[config.mk]
export PLATFORM = sky130hd
export DESIGN_NAME = named_stopwatch_table
export DESIGN_NICKNAME = d
export VERILOG_FILES = /design/src/sv/nst_pkg.sv /design/src/sv/nst_ram.sv /design/src/sv/nst_lookup.sv /design/src/sv/named_stopwatch_table.sv
export SDC_FILE = /design/constraint.sdc
export NUM_CORES = 2
export LEC_CHECK = 0
export BUFFER_PORTS_ARGS = -buffer_cell sky130_fd_sc_hd__clkbuf_2
export CAP_MARGIN = 30
export CORE_MARGIN = 4
export CORE_UTILIZATION = 34
export DETAILED_ROUTE_END_ITERATION = 6
export GPL_TIMING_DRIVEN = 0
export PLACE_DENSITY = 0.51
export SYNTH_ARGS = -nofsm -noshare
export SYNTH_HDL_FRONTEND = slang
export SYNTH_SLANG_ARGS = --single-unit
[constraint.sdc]
create_clock -name clk -period 14.5 [get_ports clk]
set_input_delay 0.725 -clock clk [delete_from_list [all_inputs] [get_ports clk]]
set_output_delay 0.725 -clock clk [all_outputs]
set_load 0.03 [all_outputs]
[src/sv/nst_pkg.sv]
package nst_pkg;

  localparam int CMD_W       = 2;
  localparam int ST_W        = 2;
  localparam int KEY_IN_W    = 64;
  localparam int TIME_W      = 48;
  localparam int IN_FIELDS_W = CMD_W + KEY_IN_W + TIME_W;
  localparam int IN_TDATA_W  = ((IN_FIELDS_W + 7) / 8) * 8;
  localparam int OUT_FIELDS_W = ST_W + TIME_W;
  localparam int OUT_TDATA_W = ((OUT_FIELDS_W + 7) / 8) * 8;

  localparam logic [CMD_W-1:0] CMD_START   = 2'd0;
  localparam logic [CMD_W-1:0] CMD_CHECK   = 2'd1;
  localparam logic [CMD_W-1:0] CMD_RESTART = 2'd2;
  localparam logic [CMD_W-1:0] CMD_STOP    = 2'd3;

  localparam logic [ST_W-1:0] ST_OK      = 2'd0;
  localparam logic [ST_W-1:0] ST_FULL    = 2'd1;
  localparam logic [ST_W-1:0] ST_USED    = 2'd2;
  localparam logic [ST_W-1:0] ST_MISSING = 2'd3;

  // lookup result flags
  typedef struct packed {
    logic hit;
    logic free;
  } lk_res_t;

  // table update request
  typedef struct packed {
    logic set;
    logic clr;
  } lk_upd_t;

endpackage

[src/sv/nst_ram.sv]
module nst_ram #(
  parameter int WIDTH = 48,
  parameter int DEPTH = 16,
  localparam int AW = (DEPTH > 1) ? $clog2(DEPTH) : 1
) (
  input  logic             clk,
  input  logic             we,
  input  logic [AW-1:0]    waddr,
  input  logic [WIDTH-1:0] wdata,
  input  logic             re,
  input  logic [AW-1:0]    raddr,
  output logic [WIDTH-1:0] rdata
);

  logic [WIDTH-1:0] mem [DEPTH];
  logic [WIDTH-1:0] rdata_r;

  always_ff @(posedge clk) begin
    if (we) begin
      mem[waddr] <= wdata;
    end
    if (re) begin
      rdata_r <= mem[raddr];
    end
  end

  assign rdata = rdata_r;

endmodule

[src/sv/nst_lookup.sv]
module nst_lookup #(
  parameter int ENTRIES = 16,
  parameter int KEY_W = 64,
  localparam int IDX_W = (ENTRIES > 1) ? $clog2(ENTRIES) : 1
) (
  input  logic                 clk,
  input  logic                 rst_n,
  input  logic [KEY_W-1:0]     key_i,
  output nst_pkg::lk_res_t     res_o,
  output logic [IDX_W-1:0]     hit_idx_o,
  output logic [IDX_W-1:0]     free_idx_o,
  input  nst_pkg::lk_upd_t     upd_i,
  input  logic [IDX_W-1:0]     upd_idx_i,
  input  logic [KEY_W-1:0]     upd_key_i
);

  logic [ENTRIES-1:0] valid_r;
  logic [ENTRIES-1:0] valid_nxt;
  logic [KEY_W-1:0]   key_r [ENTRIES];
  logic [ENTRIES-1:0] match;

  always_comb begin
    for (int e = 0; e < ENTRIES; e++) begin
      match[e] = valid_r[e] && (key_r[e] == key_i);
    end
  end

  // lowest index wins
  always_comb begin
    hit_idx_o  = '0;
    free_idx_o = '0;
    for (int e = ENTRIES - 1; e >= 0; e--) begin
      if (match[e]) begin
        hit_idx_o = IDX_W'(e);
      end
      if (!valid_r[e]) begin
        free_idx_o = IDX_W'(e);
      end
    end
    res_o.hit  = |match;
    res_o.free = ~&valid_r;
  end

  always_comb begin
    valid_nxt = valid_r;
    if (upd_i.set) begin
      valid_nxt[upd_idx_i] = 1'b1;
    end else if (upd_i.clr) begin
      valid_nxt[upd_idx_i] = 1'b0;
    end
  end

  always_ff @(posedge clk) begin
    if (!rst_n) begin
      valid_r <= '0;
    end else begin
      valid_r <= valid_nxt;
    end
  end

  always_ff @(posedge clk) begin
    if (upd_i.set) begin
      key_r[upd_idx_i] <= upd_key_i;
    end
  end

endmodule

[src/sv/named_stopwatch_table.sv]
// Table of ENTRIES named stopwatches. Each input word carries a command (start, check,
// restart, stop), a key of up to KEY_CHARS characters (cut at the first zero character)
// and the current microsecond time; each yields exactly one result word with a status
// and a 48-bit elapsed time (the start time on a successful start, zero on error).
// Keys and valid bits sit in flops and are compared in parallel; start times live in a
// single-port-read RAM. A command has two steps: the key compare plus RAM read, then
// the read-modify-write and result load, which waits while a prior result is untaken.
// One command is in flight at a time: no new word is accepted until it loads its result.
module named_stopwatch_table #(
  parameter int ENTRIES = 16,
  parameter int KEY_CHARS = 8
) (
  input  logic                               clk,
  input  logic                               rst_n,
  input  logic                               in_tvalid,
  output logic                               in_tready,
  // cmd[1:0], key[65:2], now_us[113:66], zero pad
  input  logic [nst_pkg::IN_TDATA_W-1:0]     in_tdata,
  output logic                               out_tvalid,
  input  logic                               out_tready,
  // status[1:0], elapsed_us[49:2], zero pad
  output logic [nst_pkg::OUT_TDATA_W-1:0]    out_tdata
);

  localparam int IDX_W = (ENTRIES > 1) ? $clog2(ENTRIES) : 1;
  localparam int KEY_W = 8 * KEY_CHARS;
  localparam logic S_IDLE = 1'b0;
  localparam logic S_EXEC = 1'b1;

  logic state_r, state_nxt;

  logic [nst_pkg::CMD_W-1:0]    in_cmd;
  logic [nst_pkg::KEY_IN_W-1:0] in_key;
  logic [nst_pkg::TIME_W-1:0]   in_now;
  logic [nst_pkg::KEY_IN_W-1:0] key_norm;
  logic [KEY_W-1:0]             key_cmp;
  logic                         alive;

  logic [nst_pkg::CMD_W-1:0]  cmd_r;
  logic [KEY_W-1:0]           key_r;
  logic [nst_pkg::TIME_W-1:0] now_r;
  nst_pkg::lk_res_t           lk_r;
  logic [IDX_W-1:0]           hit_idx_r;
  logic [IDX_W-1:0]           free_idx_r;

  nst_pkg::lk_res_t lk_res;
  logic [IDX_W-1:0] hit_idx;
  logic [IDX_W-1:0] free_idx;
  nst_pkg::lk_upd_t upd;
  logic [IDX_W-1:0] upd_idx;

  logic                       in_accept;
  logic                       exec_go;
  logic                       ram_we;
  logic [IDX_W-1:0]           ram_waddr;
  logic [nst_pkg::TIME_W-1:0] start_rd;

  logic [nst_pkg::ST_W-1:0]   status_nxt;
  logic [nst_pkg::TIME_W-1:0] elapsed_nxt;

  logic                       out_valid_r, out_valid_nxt;
  logic [nst_pkg::ST_W-1:0]   out_status_r;
  logic [nst_pkg::TIME_W-1:0] out_elapsed_r;

  assign in_cmd = in_tdata[nst_pkg::CMD_W-1:0];
  assign in_key = in_tdata[nst_pkg::CMD_W +: nst_pkg::KEY_IN_W];
  assign in_now = in_tdata[nst_pkg::CMD_W + nst_pkg::KEY_IN_W +: nst_pkg::TIME_W];

  // name ends at first zero char or at KEY_CHARS
  always_comb begin
    alive = 1'b1;
    key_norm = '0;
    for (int i = 0; i < 8; i++) begin
      alive = alive && (in_key[8*i +: 8] != 8'h00) && (i < KEY_CHARS);
      key_norm[8*i +: 8] = alive ? in_key[8*i +: 8] : 8'h00;
    end
  end
  assign key_cmp = key_norm[KEY_W-1:0];

  assign in_tready = (state_r == S_IDLE);
  assign in_accept = in_tvalid && in_tready;
  assign exec_go   = (state_r == S_EXEC) && (!out_valid_r || out_tready);

  nst_lookup #(
    .ENTRIES(ENTRIES),
    .KEY_W  (KEY_W)
  ) u_lookup (
    .clk       (clk),
    .rst_n     (rst_n),
    .key_i     (key_cmp),
    .res_o     (lk_res),
    .hit_idx_o (hit_idx),
    .free_idx_o(free_idx),
    .upd_i     (upd),
    .upd_idx_i (upd_idx),
    .upd_key_i (key_r)
  );

  always_comb begin
    upd.set = exec_go && (cmd_r == nst_pkg::CMD_START) && !lk_r.hit && lk_r.free;
    upd.clr = exec_go && (cmd_r == nst_pkg::CMD_STOP) && lk_r.hit;
    upd_idx = (cmd_r == nst_pkg::CMD_START) ? free_idx_r : hit_idx_r;
  end

  assign ram_we    = upd.set || (exec_go && (cmd_r == nst_pkg::CMD_RESTART) && lk_r.hit);
  assign ram_waddr = upd_idx;

  nst_ram #(
    .WIDTH(nst_pkg::TIME_W),
    .DEPTH(ENTRIES)
  ) u_start_ram (
    .clk  (clk),
    .we   (ram_we),
    .waddr(ram_waddr),
    .wdata(now_r),
    .re   (in_accept),
    .raddr(hit_idx),
    .rdata(start_rd)
  );

  always_comb begin
    status_nxt  = nst_pkg::ST_OK;
    elapsed_nxt = '0;
    if (cmd_r == nst_pkg::CMD_START) begin
      if (lk_r.hit) begin
        status_nxt = nst_pkg::ST_USED;
      end else if (!lk_r.free) begin
        status_nxt = nst_pkg::ST_FULL;
      end else begin
        elapsed_nxt = now_r;
      end
    end else if (!lk_r.hit) begin
      status_nxt = nst_pkg::ST_MISSING;
    end else begin
      elapsed_nxt = now_r - start_rd;
    end
  end

  always_comb begin
    state_nxt = state_r;
    case (state_r)
      S_IDLE: begin
        if (in_accept) begin
          state_nxt = S_EXEC;
        end
      end
      S_EXEC: begin
        if (exec_go) begin
          state_nxt = S_IDLE;
        end
      end
      default: state_nxt = S_IDLE;
    endcase
  end

  always_comb begin
    out_valid_nxt = out_valid_r;
    if (exec_go) begin
      out_valid_nxt = 1'b1;
    end else if (out_tready) begin
      out_valid_nxt = 1'b0;
    end
  end

  always_ff @(posedge clk) begin
    if (!rst_n) begin
      state_r     <= S_IDLE;
      out_valid_r <= 1'b0;
    end else begin
      state_r     <= state_nxt;
      out_valid_r <= out_valid_nxt;
    end
  end

  always_ff @(posedge clk) begin
    if (in_accept) begin
      cmd_r      <= in_cmd;
      key_r      <= key_cmp;
      now_r      <= in_now;
      lk_r       <= lk_res;
      hit_idx_r  <= hit_idx;
      free_idx_r <= free_idx;
    end
    if (exec_go) begin
      out_status_r  <= status_nxt;
      out_elapsed_r <= elapsed_nxt;
    end
  end

  assign out_tvalid = out_valid_r;
  assign out_tdata  = nst_pkg::OUT_TDATA_W'({out_elapsed_r, out_status_r});

  a_accept_to_exec: assert property (@(posedge clk) disable iff (!rst_n)
    in_accept |=> (state_r == S_EXEC))
    else $error("accepted word did not enter execute");

  a_error_zero: assert property (@(posedge clk) disable iff (!rst_n)
    (exec_go && (status_nxt != nst_pkg::ST_OK)) |-> (elapsed_nxt == '0))
    else $error("nonzero elapsed on error");

  a_exec_loads_out: assert property (@(posedge clk) disable iff (!rst_n)
    exec_go |=> (out_tvalid && (state_r == S_IDLE)))
    else $error("execute did not load result");

  a_single_update: assert property (@(posedge clk) disable iff (!rst_n)
    !(upd.set && upd.clr) && (!(upd.set || upd.clr || ram_we) || exec_go))
    else $error("table update outside execute");

endmodule
==> impl_metrics.json <==
{
  "slowest_stage": "nor4_1",
  "clock_sinks": 2032,
  "vias": 68400,
  "overflow": 0,
  "io_buffers": 145,
  "synth_cell_types": 101,
  "die-area_um2": 283000,
  "crit_top_cell": "buf_2",
  "fin_total_pwr_uw": 13500,
  "yosys.area_share.adder": 0.00652,
  "place.gp.congestion": 1.01,
  "crit_fanout": 10,
  "ctsRootBufferMaster": "clkbuf_16",
  "worst_slack_ns": 4.61,
  "worstMarginPinSlew_ns": 1.21,
  "slew_viol_final": 0,
  "rows": 191,
  "hp-class": "primary input to register",
  "switching_share": 0.245,
  "syn_area_um2": 93200,
  "stdcell_area_um2": 111000,
  "path_class": "primary input to register",
  "drc": 0,
  "seqPwrFrac": 0.494,
  "synthCells": 6866,
  "max_stage_delay_ns": 0.86,
  "dp_slack_ns": 3.67,
  "core_region_area_um2": 272000,
  "die_y_um": 532,
  "hold_viol": 0,
  "synth_top_family_by_area": "simple AND/OR/NAND/NOR gates",
  "fin_nets": 7710,
  "grt_setup_unrepaired": "no",
  "finalSetupViolations": 0,
  "synth-edff-count": 2014,
  "n_fill_cell": 25400,
  "vias_per_cell": 6.03,
  "p_per_area_nw_per_um2": 122,
  "cts_max_level": 4,
  "finalCritPeriodShare": 0.682,
  "relSlewSlack": 0.196,
  "grtUsageMet2": 0.470,
  "dieWidth_um": 532,
  "synth_ff_type": "edfxtp_1",
  "grt_pass1_wl_um": 589000,
  "ys_async_sr_fraction": 0,
  "vdd_drop_max_uv": 96.9,
  "worstPathRequired_ns": 15.13,
  "critPathTopFamily": "simple AND/OR/NAND/NOR gates",
  "top_usage_layer": "met2",
  "critPathCaptureType": "register",
  "cts_tree": "done",
  "wire_per_inst_um": 39.6,
  "start_util": 0.343,
  "min_period_ns": 9.89,
  "fmax_mhz": 101,
  "io_pins": 182,
  "drive_above_1_share": 0.145,
  "dr.first_iter.drc_count": 9503,
  "ys_seq_elements": 2032,
  "p_leak_uw": 0.0361,
  "yosysSeqAreaShare": 0.653,
  "firstDrtPassIters": 6,
  "synthXorXnorAreaFrac": 0.0658,
  "grt_pass1_vias": 64000,
  "placed_area_um2": 102000,
  "clk_path_buf_depth": 4,
  "worstPathCellList": "clkbuf_2, nor4_1, nand2_1, nand3_1, buf_2, buf_2, buf_2, nor2_1, a2111o_1, nor4_1, nand4_1, nor4_1, clkbuf_2, a211oi_1, a221oi_1, o21a_1, buf_2, buf_6, buf_2, mux2i_1, o22ai_1, a211oi_1, o21ai_1",
  "synth_warnings": 0,
  "grt_usage": 0.306,
  "wl_um": 449000,
  "grt_use_met1": 0.403,
  "antenna_found_initial": 65,
  "outcome": "finished clean",
  "startpoint_type": "primary input",
  "syn_to_final_growth_pct": 18.6,
  "ant_nets": 0,
  "synth_mux_area_frac": 0.0387,
  "maxCapViolations": 0,
  "p_clk_frac": 0.438,
  "setup-tns-final_ns": 0,
  "p_int_uw": 10200,
  "grt_use_met3": 0.0636,
  "clk_pin_slew_ns": 0.06,
  "crit_buf_inv": 8,
  "finClkSkew_ns": 0.0869,
  "cts_buffers": 235,
  "dp_hpwl_um": 341000,
  "grt_max_degree": 55,
  "combPwrFrac": 0.069,
  "clkLatencyLatePin_ns": 0.93,
  "p_sw_uw": 3310,
  "synthSimpleGateAreaFrac": 0.107,
  "worstPathArrival_ns": 10.51,
  "synth-compound-area-share": 0.102,
  "syn_avg_cell_area_um2": 13.6
}
## registers in the layout, summed over array words and instances, names as in the netlist, named ones only
register           cells
now_r                 48
out_tvalid             1
u_start_ram.rdata     48
state_r                1
key_r                 64
u_start_ram.mem      768
lk_r                   2
out_elapsed_r         48
hit_idx_r              4
cmd_r                  2
out_status_r           2
free_idx_r             4
u_lookup.key_r      1024
## kinds of logic after synthesis
family / Yosys count
xor+xnor: 700
compound gates: 1364
fa+ha+maj: 48
flops: 2032
simple gates: 1800
mux: 341
buf+inv: 580
other cells: 1
## path summary, 6_finish.rpt
path                     startpoint                    end  slack [ns]  cells after the start
min                       in_tvalid                state_r        0.08                      3
min reg2reg              out_tvalid             out_tvalid        0.51                      2
max                    in_tdata[22]  u_start_ram.rdata[42]        4.61                     23
max reg2reg  u_lookup.key_r[14][41]  u_start_ram.rdata[15]        7.15                     18
## cells in the mapped netlist, types with 47 or more instances
cell	instances	area (um^2)
ha_1	47	588
o21ai_1	53	265
o32ai_1	91	797
o211ai_1	151	1130
o22ai_1	84	526
nor2_1	353	1330
nand4_1	199	1240
buf_2	128	641
xor2_1	230	2010
o21ai_0	216	1080
nand2_1	362	1360
nor4b_1	77	674
edfxtp_1	2014	60500
a211oi_1	81	608
mux2_2	110	1240
nor4bb_1	55	551
a31oi_1	146	913
inv_1	208	781
mux2i_1	186	1860
nand2b_1	48	300
clkbuf_1	153	574
nor4_1	116	726
a21oi_1	135	676
nor3_1	105	526
o21a_1	48	360
xnor2_1	470	4120
nand3_1	164	821
## power groups by stage
stage	Sequential [uW]	Combinational, uW	Clock (uW)
6_report	6670	928	5910
5_1_grt	6670	948	6210
4_1_cts	6670	898	5980
3_5_place_dp	6790	885	0
3_3_place_gp	6830	808	0
2_1_floorplan	6740	418	0
## worst reg2reg max path, cell delays in order (launching register included)
cell       delay [ns]
edfxtp_1         0.65
a221oi_1         0.75
nand4_1          0.31
a2111oi_1        0.54
buf_2            0.27
nand3_1          0.09
nor2_1           0.14
or4b_1           0.62
nor4bb_1         0.35
o311ai_1         0.17
o311ai_1         0.21
a221oi_2         0.22
o311ai_4         0.87
buf_2            0.59
buf_2            0.41
mux2i_1          0.24
nor2_1           0.06
a211oi_1         0.48
o21ai_1          0.13
## area by class of cell
| class | instances | area (um^2) | area share |
|---|---|---|---|
| Buffer | 362 | 1720 | 0.0156 |
| Antenna cell | 44 | 110 | 0.000996 |
| Multi-Input combinational cell | 4259 | 30400 | 0.275 |
| Timing Repair Buffer | 430 | 4800 | 0.0434 |
| Inverter | 218 | 818 | 0.00740 |
| Clock inverter | 138 | 1330 | 0.0120 |
| Clock buffer | 281 | 6100 | 0.0551 |
| Sequential cell | 2032 | 60800 | 0.550 |
| Tap cell | 3570 | 4470 | 0.0404 |
## metal layers
layer,vias to the layer above,share of wire
li1,28300,-
met1,35200,0.40
met2,3985,0.44
met3,912,0.090
met4,22,0.069
met5,-,0.00031
## cell usage in the layout, fill, tap and decap left out, drive strengths merged, types with 29 or more instances in the layout
cell type	Yosys	layout
o211ai	152	152
o22ai	84	84
xnor2	470	470
mux2i	186	186
and4	30	30
nor3	112	112
edfxtp	2014	2014
nand2b	48	48
nand4	200	200
a21o	40	40
nand3	174	174
nand2	365	365
inv	212	217
a31oi	147	147
clkbuf	154	582
or4	32	32
ha	47	47
o21ai	269	269
clkinv	6	106
nor4	121	121
a211oi	81	81
a22oi	30	30
dlygate4sd3	0	47
nor2	355	355
a21oi	135	135
buf	208	442
nor4bb	55	55
and3	34	34
o32a	37	37
o21a	49	49
mux2	155	155
nor4b	77	77
o32ai	91	91
xor2	230	230
diode	0	44
o2111ai	35	35
nor2b	29	29
o31ai	32	32
## through the flow
| stage | util | std cells | hold slack [ns] |
|---|---|---|---|
| detailed placement | 0.377 | 10800 | 0.508 |
| CTS | 0.406 | 11300 | 0.00375 |
| finish | 0.407 | 11300 | 0.0759 |
| floorplan | - | 6871 | 0.510 |
| global placement | 0.362 | 10600 | 0.488 |
| global route | 0.407 | 11300 | 0.0606 |
## timing repair
action | CTS | global route
buffers inserted | 0 | 0
hold buffers | 47 | 0
endpoints found under the hold margin | 47 | 0
gates resized for setup | 0 | 0
No activity file was read; power rests on OpenSTA's default activity.
